### config.mk
export PLATFORM = sky130hd
export DESIGN_NAME = mip_chain_dirty_box_tracker_top
export DESIGN_NICKNAME = d
export VERILOG_FILES = /design/src/hw/rtl/mcdbt_pkg.sv /design/src/hw/rtl/mip_chain_dirty_box_tracker_top.sv
export SDC_FILE = /design/constraint.sdc
export NUM_CORES = 2
export LEC_CHECK = 0
export ABC_AREA = 1
export BUFFER_PORTS_ARGS = -buffer_cell sky130_fd_sc_hd__buf_2
export CORE_AREA = 2 2 356 358
export DETAILED_ROUTE_END_ITERATION = 16
export DIE_AREA = 0 0 358 360
export PLACE_DENSITY = 0.64
export SYNTH_ARGS = -nofsm -noshare
export SYNTH_HDL_FRONTEND = slang
export SYNTH_SLANG_ARGS = --single-unit
### constraint.sdc
create_clock -name clk -period 20.7 [get_ports clk]
set_input_delay 4.14 -clock clk [delete_from_list [all_inputs] [get_ports clk]]
set_output_delay 4.14 -clock clk [all_outputs]
set_load 0.02 [all_outputs]
### src/hw/rtl/mcdbt_pkg.sv
// Package for the mip chain dirty box tracker.
// Holds the command codes, sequencer states and fixed field widths.
// No dependencies.
package mcdbt_pkg;

	localparam int FIELD_W = 16;
	localparam int LEVEL_W = 4;

	typedef enum logic [1:0] {
		CMD_MARK  = 2'd0,
		CMD_CLEAR = 2'd1,
		CMD_READ  = 2'd2,
		CMD_OTHER = 2'd3
	} cmd_t;

	typedef enum logic [1:0] {
		ST_IDLE,
		ST_MARK,
		ST_READ,
		ST_DONE
	} state_t;

endpackage

### src/hw/rtl/mip_chain_dirty_box_tracker_top.sv
// Mip chain dirty box tracker, top level.
// Box store, level walk sequencer and output register.
// Depends on mcdbt_pkg.
//
// Usage:
//   Requests enter on the in_valid/in_ready channel: mark a changed base
//   rectangle, clear one level's box, or read one level's box. Each request
//   gives one result on the out_valid/out_ready channel: the addressed
//   level's box after the request, its dirty flag and the level count.
//   Base width and height are written through cfg_we/cfg_index/cfg_data;
//   the user must write them only while the block is idle, which the block
//   itself does not enforce. Writing them changes no stored box. The boxes
//   sit in one synchronous memory with a registered read. A mark walks
//   levels 1 to levels_in_use - 1, reading one level a cycle while the
//   previous level's merged box is written back.
//   in_ready is high only while the block is idle, so a new request is taken
//   only once the previous one is finished. A finished result waits in the
//   output register, and the next request is taken meanwhile; that request
//   stalls before its result only while the waiting result is unaccepted.
//   Reset empties every box (per-level valid bits) and sets both base sizes
//   to 1.
module mip_chain_dirty_box_tracker_top
	import mcdbt_pkg::*;
#(
	parameter int MAX_LEVELS  = 12,
	parameter int COORD_WIDTH = 16
) (
	input  logic               clk,
	input  logic               arst_n,
	input  logic               cfg_we,
	input  logic               cfg_index,
	input  logic [FIELD_W-1:0] cfg_data,
	input  logic               in_valid,
	output logic               in_ready,
	input  logic [1:0]         command,
	input  logic [FIELD_W-1:0] area_x,
	input  logic [FIELD_W-1:0] area_y,
	input  logic [FIELD_W-1:0] area_width,
	input  logic [FIELD_W-1:0] area_height,
	input  logic [LEVEL_W-1:0] target_level,
	output logic               out_valid,
	input  logic               out_ready,
	output logic [FIELD_W-1:0] box_left,
	output logic [FIELD_W-1:0] box_top,
	output logic [FIELD_W-1:0] box_right,
	output logic [FIELD_W-1:0] box_bottom,
	output logic               level_dirty,
	output logic [LEVEL_W-1:0] levels_in_use
);

	localparam int CW = COORD_WIDTH;
	localparam int AW = (MAX_LEVELS > 1) ? $clog2(MAX_LEVELS) : 1;
	localparam int LW = $clog2(MAX_LEVELS + 1);
	localparam logic [FIELD_W:0] COORD_MAX = (FIELD_W + 1)'((1 << CW) - 1);

	typedef struct packed {
		logic [CW-1:0] left;
		logic [CW-1:0] top;
		logic [CW-1:0] right;
		logic [CW-1:0] bottom;
	} box_t;

	// configuration
	logic [FIELD_W-1:0] base_w_q, base_h_q;
	logic [FIELD_W-1:0] big;
	logic [3:0]         flog2;
	logic [4:0]         n_raw;
	logic [LW-1:0]      lvl_n;

	// sequencer and request
	state_t             state_q, state_d;
	logic [LEVEL_W-1:0] tgt_q;
	logic               tgt_ok, tgt_ok_q;
	logic [LW-1:0]      lvl_q;
	box_t               c_q, c_n, c_init;
	logic [FIELD_W-1:0] tw_q, th_q, tw_n, th_n, tw_h, th_h;
	logic [CW:0]        r_h, b_h;
	logic               accept, issue;

	// memory
	box_t               boxes_q [MAX_LEVELS];
	logic [MAX_LEVELS-1:0] bvalid_q;
	box_t               rd_box_q;
	logic               rd_vld_q;
	logic               mem_re, mem_we;
	logic [AW-1:0]      mem_raddr;
	box_t               stored, merged, res_box;
	logic               stored_empty;

	// write-back stage
	logic               wr_vld_s1;
	logic [AW-1:0]      addr_s1;
	box_t               box_s1;

	// output register
	logic               out_valid_q, out_load;
	box_t               out_box_q;
	logic               out_dirty_q;
	logic [LEVEL_W-1:0] out_lvls_q;

	function automatic logic [CW-1:0] sat_coord(input logic [FIELD_W:0] v);
		return (v > COORD_MAX) ? COORD_MAX[CW-1:0] : v[CW-1:0];
	endfunction

	// level count from the base size
	always_comb begin
		big   = (base_w_q > base_h_q) ? base_w_q : base_h_q;
		flog2 = '0;
		for (int i = 1; i < FIELD_W; i++) begin
			if (big[i])
				flog2 = 4'(i);
		end
		n_raw = 5'd1 + {1'b0, flog2};
		lvl_n = (n_raw > 5'(MAX_LEVELS)) ? LW'(MAX_LEVELS) : LW'(n_raw);
	end

	always_ff @(posedge clk or negedge arst_n) begin
		if (!arst_n) begin
			base_w_q <= 16'd1;
			base_h_q <= 16'd1;
		end else if (cfg_we) begin
			if (cfg_index)
				base_h_q <= cfg_data;
			else
				base_w_q <= cfg_data;
		end
	end

	assign accept = in_valid && in_ready;
	assign tgt_ok = (target_level != '0) && ({1'b0, target_level} < 5'(MAX_LEVELS));

	// base rectangle with saturated edges
	always_comb begin
		c_init.left   = sat_coord({1'b0, area_x});
		c_init.top    = sat_coord({1'b0, area_y});
		c_init.right  = sat_coord({1'b0, area_x} + {1'b0, area_width});
		c_init.bottom = sat_coord({1'b0, area_y} + {1'b0, area_height});
	end

	// halve the running box to the next level and clamp to its size
	always_comb begin
		tw_h     = tw_q >> 1;
		th_h     = th_q >> 1;
		tw_n     = (tw_h == '0) ? 16'd1 : tw_h;
		th_n     = (th_h == '0) ? 16'd1 : th_h;
		r_h      = ({1'b0, c_q.right} + (CW + 1)'(1)) >> 1;
		b_h      = ({1'b0, c_q.bottom} + (CW + 1)'(1)) >> 1;
		c_n.left = c_q.left >> 1;
		c_n.top  = c_q.top >> 1;
		c_n.right  = ((FIELD_W + 1)'(r_h) < {1'b0, tw_n}) ? r_h[CW-1:0] : CW'(tw_n);
		c_n.bottom = ((FIELD_W + 1)'(b_h) < {1'b0, th_n}) ? b_h[CW-1:0] : CW'(th_n);
	end

	// sequencer
	always_ff @(posedge clk or negedge arst_n) begin
		if (!arst_n)
			state_q <= ST_IDLE;
		else
			state_q <= state_d;
	end

	always_comb begin
		state_d   = state_q;
		in_ready  = 1'b0;
		issue     = 1'b0;
		mem_re    = 1'b0;
		mem_raddr = tgt_q[AW-1:0];
		out_load  = 1'b0;
		case (state_q)
			ST_IDLE: begin
				in_ready = 1'b1;
				if (in_valid)
					state_d = (cmd_t'(command) == CMD_MARK) ? ST_MARK : ST_READ;
			end
			ST_MARK: begin
				if (lvl_q < lvl_n) begin
					issue     = 1'b1;
					mem_re    = 1'b1;
					mem_raddr = lvl_q[AW-1:0];
				end else begin
					state_d = ST_READ;
				end
			end
			ST_READ: begin
				mem_re  = tgt_ok_q;
				state_d = ST_DONE;
			end
			ST_DONE: begin
				if (!out_valid_q || out_ready) begin
					out_load = 1'b1;
					state_d  = ST_IDLE;
				end
			end
			default: state_d = ST_IDLE;
		endcase
	end

	always_ff @(posedge clk or negedge arst_n) begin
		if (!arst_n) begin
			tgt_q    <= '0;
			tgt_ok_q <= 1'b0;
			lvl_q    <= '0;
		end else if (accept) begin
			tgt_q    <= target_level;
			tgt_ok_q <= tgt_ok;
			lvl_q    <= LW'(1);
		end else if (issue) begin
			lvl_q <= lvl_q + LW'(1);
		end
	end

	always_ff @(posedge clk) begin
		if (accept) begin
			c_q  <= c_init;
			tw_q <= base_w_q;
			th_q <= base_h_q;
		end else if (issue) begin
			c_q  <= c_n;
			tw_q <= tw_n;
			th_q <= th_n;
		end
	end

	// write-back stage: merge with the box read for this level
	always_ff @(posedge clk or negedge arst_n) begin
		if (!arst_n)
			wr_vld_s1 <= 1'b0;
		else
			wr_vld_s1 <= issue;
	end

	always_ff @(posedge clk) begin
		if (issue) begin
			addr_s1 <= lvl_q[AW-1:0];
			box_s1  <= c_n;
		end
	end

	assign stored       = rd_vld_q ? rd_box_q : '0;
	assign stored_empty = (stored.left == stored.right) || (stored.top == stored.bottom);
	assign mem_we       = wr_vld_s1;

	always_comb begin
		if (stored_empty) begin
			merged = box_s1;
		end else begin
			merged.left   = (box_s1.left < stored.left) ? box_s1.left : stored.left;
			merged.top    = (box_s1.top < stored.top) ? box_s1.top : stored.top;
			merged.right  = (box_s1.right > stored.right) ? box_s1.right : stored.right;
			merged.bottom = (box_s1.bottom > stored.bottom) ? box_s1.bottom : stored.bottom;
		end
	end

	// box memory
	always_ff @(posedge clk) begin
		if (mem_we)
			boxes_q[addr_s1] <= merged;
		if (mem_re)
			rd_box_q <= boxes_q[mem_raddr];
	end

	always_ff @(posedge clk or negedge arst_n) begin
		if (!arst_n) begin
			bvalid_q <= '0;
			rd_vld_q <= 1'b0;
		end else begin
			if (mem_we)
				bvalid_q[addr_s1] <= 1'b1;
			if (accept && cmd_t'(command) == CMD_CLEAR && tgt_ok)
				bvalid_q[target_level[AW-1:0]] <= 1'b0;
			if (mem_re)
				rd_vld_q <= bvalid_q[mem_raddr];
		end
	end

	// output register
	assign res_box = (rd_vld_q && tgt_ok_q) ? rd_box_q : '0;

	always_ff @(posedge clk or negedge arst_n) begin
		if (!arst_n)
			out_valid_q <= 1'b0;
		else if (out_load)
			out_valid_q <= 1'b1;
		else if (out_ready)
			out_valid_q <= 1'b0;
	end

	always_ff @(posedge clk) begin
		if (out_load) begin
			out_box_q   <= res_box;
			out_dirty_q <= (res_box.left != res_box.right) && (res_box.top != res_box.bottom);
			out_lvls_q  <= LEVEL_W'(lvl_n);
		end
	end

	assign out_valid     = out_valid_q;
	assign box_left      = FIELD_W'(out_box_q.left);
	assign box_top       = FIELD_W'(out_box_q.top);
	assign box_right     = FIELD_W'(out_box_q.right);
	assign box_bottom    = FIELD_W'(out_box_q.bottom);
	assign level_dirty   = out_dirty_q;
	assign levels_in_use = out_lvls_q;

	a_idle_no_writeback: assert property (@(posedge clk) disable iff (!arst_n)
		(state_q == ST_IDLE) |-> !wr_vld_s1)
		else $error("write-back pending while idle");

	a_no_same_entry: assert property (@(posedge clk) disable iff (!arst_n)
		(mem_re && mem_we) |-> (mem_raddr != addr_s1))
		else $error("read and write-back hit the same entry");

	a_walk_bound: assert property (@(posedge clk) disable iff (!arst_n)
		(state_q == ST_MARK) |-> (lvl_q <= lvl_n && lvl_q != '0))
		else $error("level walk out of range");

	a_writeback_level: assert property (@(posedge clk) disable iff (!arst_n)
		wr_vld_s1 |-> (addr_s1 != '0))
		else $error("write-back to level zero");

	a_result_hold: assert property (@(posedge clk) disable iff (!arst_n)
		(state_q == ST_DONE && !out_load) |=> $stable(res_box))
		else $error("read data lost while output stalled");

endmodule
==> key figures <==
Timing
  • Worst Max-Slew Pin Slew: 1.27 ns
  • Final hold vios: 0
  • Slew headroom: 14.6%
  • Final hold slack: 0.454 ns
  • F_max: 116 MHz
  • RSZ-0062 raised after global routing: false
  • Clock Skew: 0.0474 ns
  • Final setup viols: 0
  • Tmin final: 8.61 ns
  • Final worst slack: 12.09 ns
  • Period utilization: 41.6%
  • Fin Setup TNS: 0 ns
  • Slew Limit Fails: 0

Clocking
  • CTS buffer count: 109
  • Clk_lat worst skew: 0.70 ns
  • TritonCTS clock tree: yes
  • Post-cts sizing count: 0
  • CTS Buffer Depth: 3
  • CTS hold repair buffers: 0
  • CTS sink cnt: 1117
  • Clk slew on worst S/H paths: 0.06 ns
  • H-tree Lvls: 3
  • Post-CTS setup buffers: 0
  • Root buffer cell: clkbuf_16

Finish
  • Share of layout cells above drive strength 1: 9.67%
  • Area grow syn2layout: 13.1%
  • Fin nets: 4781
  • Utilization after layout: 45.1%

Global routing
  • GRT Resource Usage Total: 20.7%
  • First-pass GRT wire length: 201000 um
  • Initial antenna violation count: 5
  • Vias in the first global route: 31500
  • Maximum number of pins on one net before global-route repair: 254
  • Total grt overflow: 0

Critical path
  • Worst path slowest cell: buf_4
  • Worst path max stage delay: 0.94 ns
  • R2R depth: 39
  • Critical Path Start Type: register
  • Crit path DAT: 9.04 ns
  • Worst EP required: 21.14 ns
  • Max FO, Critical Path: 253
  • Setup Crit Path Kind: register to register
  • Cell mode on critical path: nand2_1
  • Crit. End Element: register
  • RR Startpoint: base_w_q[15]
  • CP Launch Point: base_w_q[15]

Drt
  • Drt total wl: 135000 um
  • ANT nets after route: 0
  • Initial DRC Count: 3939
  • DRC viols: 0
  • WL/cell: 21.5 um
  • Via count: 33800
  • Via density per instance: 5.37
  • 1st-pass router iterations: 5

Floorplanning
  • Total core area: 125000 sq um
  • Die W: 358 um
  • Die ar.: 129000 sq um
  • Ports: 163
  • Row Count: 130
  • Die Ht: 360 um
  • Initial Utilization: 39.8%

Min path
  • Worst hold path class: register to register
  • Hold path depth: 0
  • Startpoint of the worst hold path: c_n[36]

Pwr
  • Pwr/cell area: 176 nW/um^2
  • P_leak: 21.8 nW
  • Power, Total: 9.91 mW
  • Peak supply drop: 178 uV

Synth
  • Top_reg_cell synth: edfxtp_1
  • Fraction of registers with async set/reset: 5.19%
  • Seq/Total Area, Yosys: 66.8%
  • Syn_area_per_cell: 11.3 sq um
  • Post-Syn Area: 49800 sq um
  • Syn Inst Count: 4395
  • Unique masters post-synth: 49
  • Post-synth EDFFs: 1059
  • Synth Register Bits: 1117
  • Synth Warn #: 0

Placement
  • HPWL after DPL: 81500 um
  • Port-buffer cells: 162
  • Pre-CTS WS: 12.18 ns
  • RePlAce Congestion: 0.901

Run
  • Max_cap viols: 0

Run status
  • Status: finished clean
## path summary, 6_finish.rpt
| path | to | slack (ns) |
|---|---|---|
| setup / recovery | rd_box_q[7] | 12.09 |
| min in group asynchronous | base_w_q[1] | 3.62 |
| hold reg to reg | box_s1[36] | 0.45 |
| hold / removal | box_s1[36] | 0.45 |
| max in group asynchronous | rd_vld_q | 16.46 |
| setup reg to reg | rd_box_q[7] | 12.09 |
## cell families after synthesis
group                      Yosys count  synth area share, %
AOI/OAI and AO/OA                 1075                 12.1
xor gates and xnor gates            50                0.880
adders and majority gates          149                 3.78
buffers and inverters              785                 6.24
DFF                               1117                 66.8
other                                1              0.00754
and+or+nand+nor                   1218                 10.1
## final cells by class
cell class	count	area, sq um
clock inverters	82	1020
flip-flops and latches	1117	33300
diodes	1	2.50
well taps	1650	2060
multi-input cells	2518	13700
inverters	561	2110
clock buffers	124	2790
fillers	11400	68600
repair buffers	233	1360
## power breakdown
part / switching (mW) / leakage, nW / internal (mW)
Clock: 0.878 / 1.82 / 1.24
Sequential: 0.259 / 10.4 / 3.61
Combinational: 2.89 / 9.56 / 1.04
## registers in the layout, indices dropped and copies added, names as in the netlist, 2 cells and up
register       cells
box_top           16
bvalid_q          12
boxes_q          768
box_bottom        16
tgt_q              4
lvl_q              4
rd_box_q          64
c_n               30
addr_s1            4
state_q            2
levels_in_use      4
base_h_q          16
box_s1            62
th_q              15
box_left          16
tw_q              15
box_right         16
base_w_q          16
c_q               32
## worst max-delay path: cells and delay by family (launching register included)
family          cells  cell delay, ns
simple gates       26            3.50
buf+inv             4            2.51
compound gates      6            0.91
fa+ha+maj           3            0.71
flops               1            0.42
## stage by stage
stage / instance area, sq um / std cells
global route: 56300 / 6285
global placement: 52400 / 6074
floorplan: 49900 / 4420
CTS: 56300 / 6280
finish: 56300 / 6286
detailed placement: 52400 / 6074
## cells in the final DEF (no fill, tap or decap), drive strengths merged, types with 21 or more instances in the layout
master     n
xor2      43
conb      26
buf      230
a21oi    311
edfxtp  1059
ha       147
nand2    745
nor2     169
clkbuf   127
o21ai    499
clkinv    43
dfrtp     56
a31oi     26
bufinv    21
inv      567
nand3    248
o211ai   165
## routing by layer
layer / GRT usage [%] / up-vias / wire length (um)
met5: 0 / - / 17
met4: 4.95 / 4 / 2830
met3: 3.57 / 179 / 12500
met2: 31.8 / 1453 / 60300
met1: 30.6 / 16400 / 59600
li1: - / 15700 / -
## cells in the mapped netlist, types with 3 or more instances
library cell  number  area (sq um)
nand2_4            3          33.8
nand2_2            3          18.8
buf_4              7          52.6
clkbuf_1         100           375
a21o_1             7          52.6
nor3_1            18          90.1
edfxtp_1        1059         31800
buf_2            100           500
xor2_1            43           377
o22ai_1           20           125
dfrtp_1           56          1400
nand2_1          739          2770
a211oi_1           6          45.0
o21bai_1          19           143
inv_2              3          11.3
o221a_2            5          56.3
o21a_1             8          60.1
o21ai_2            3          26.3
a31oi_1           26           163
nand4_1           20           125
nor4_1            10          62.6
nand3_1          246          1230
nor2_1           169           634
inv_1            557          2090
o21ai_0          426          2130
o211ai_1         165          1240
xnor2_1            7          61.3
a21oi_1          311          1560
buf_1             15          56.3
ha_1             147          1840
o221ai_1           5          43.8
o21ai_1           70           350
(Power assumes the default switching activity.)
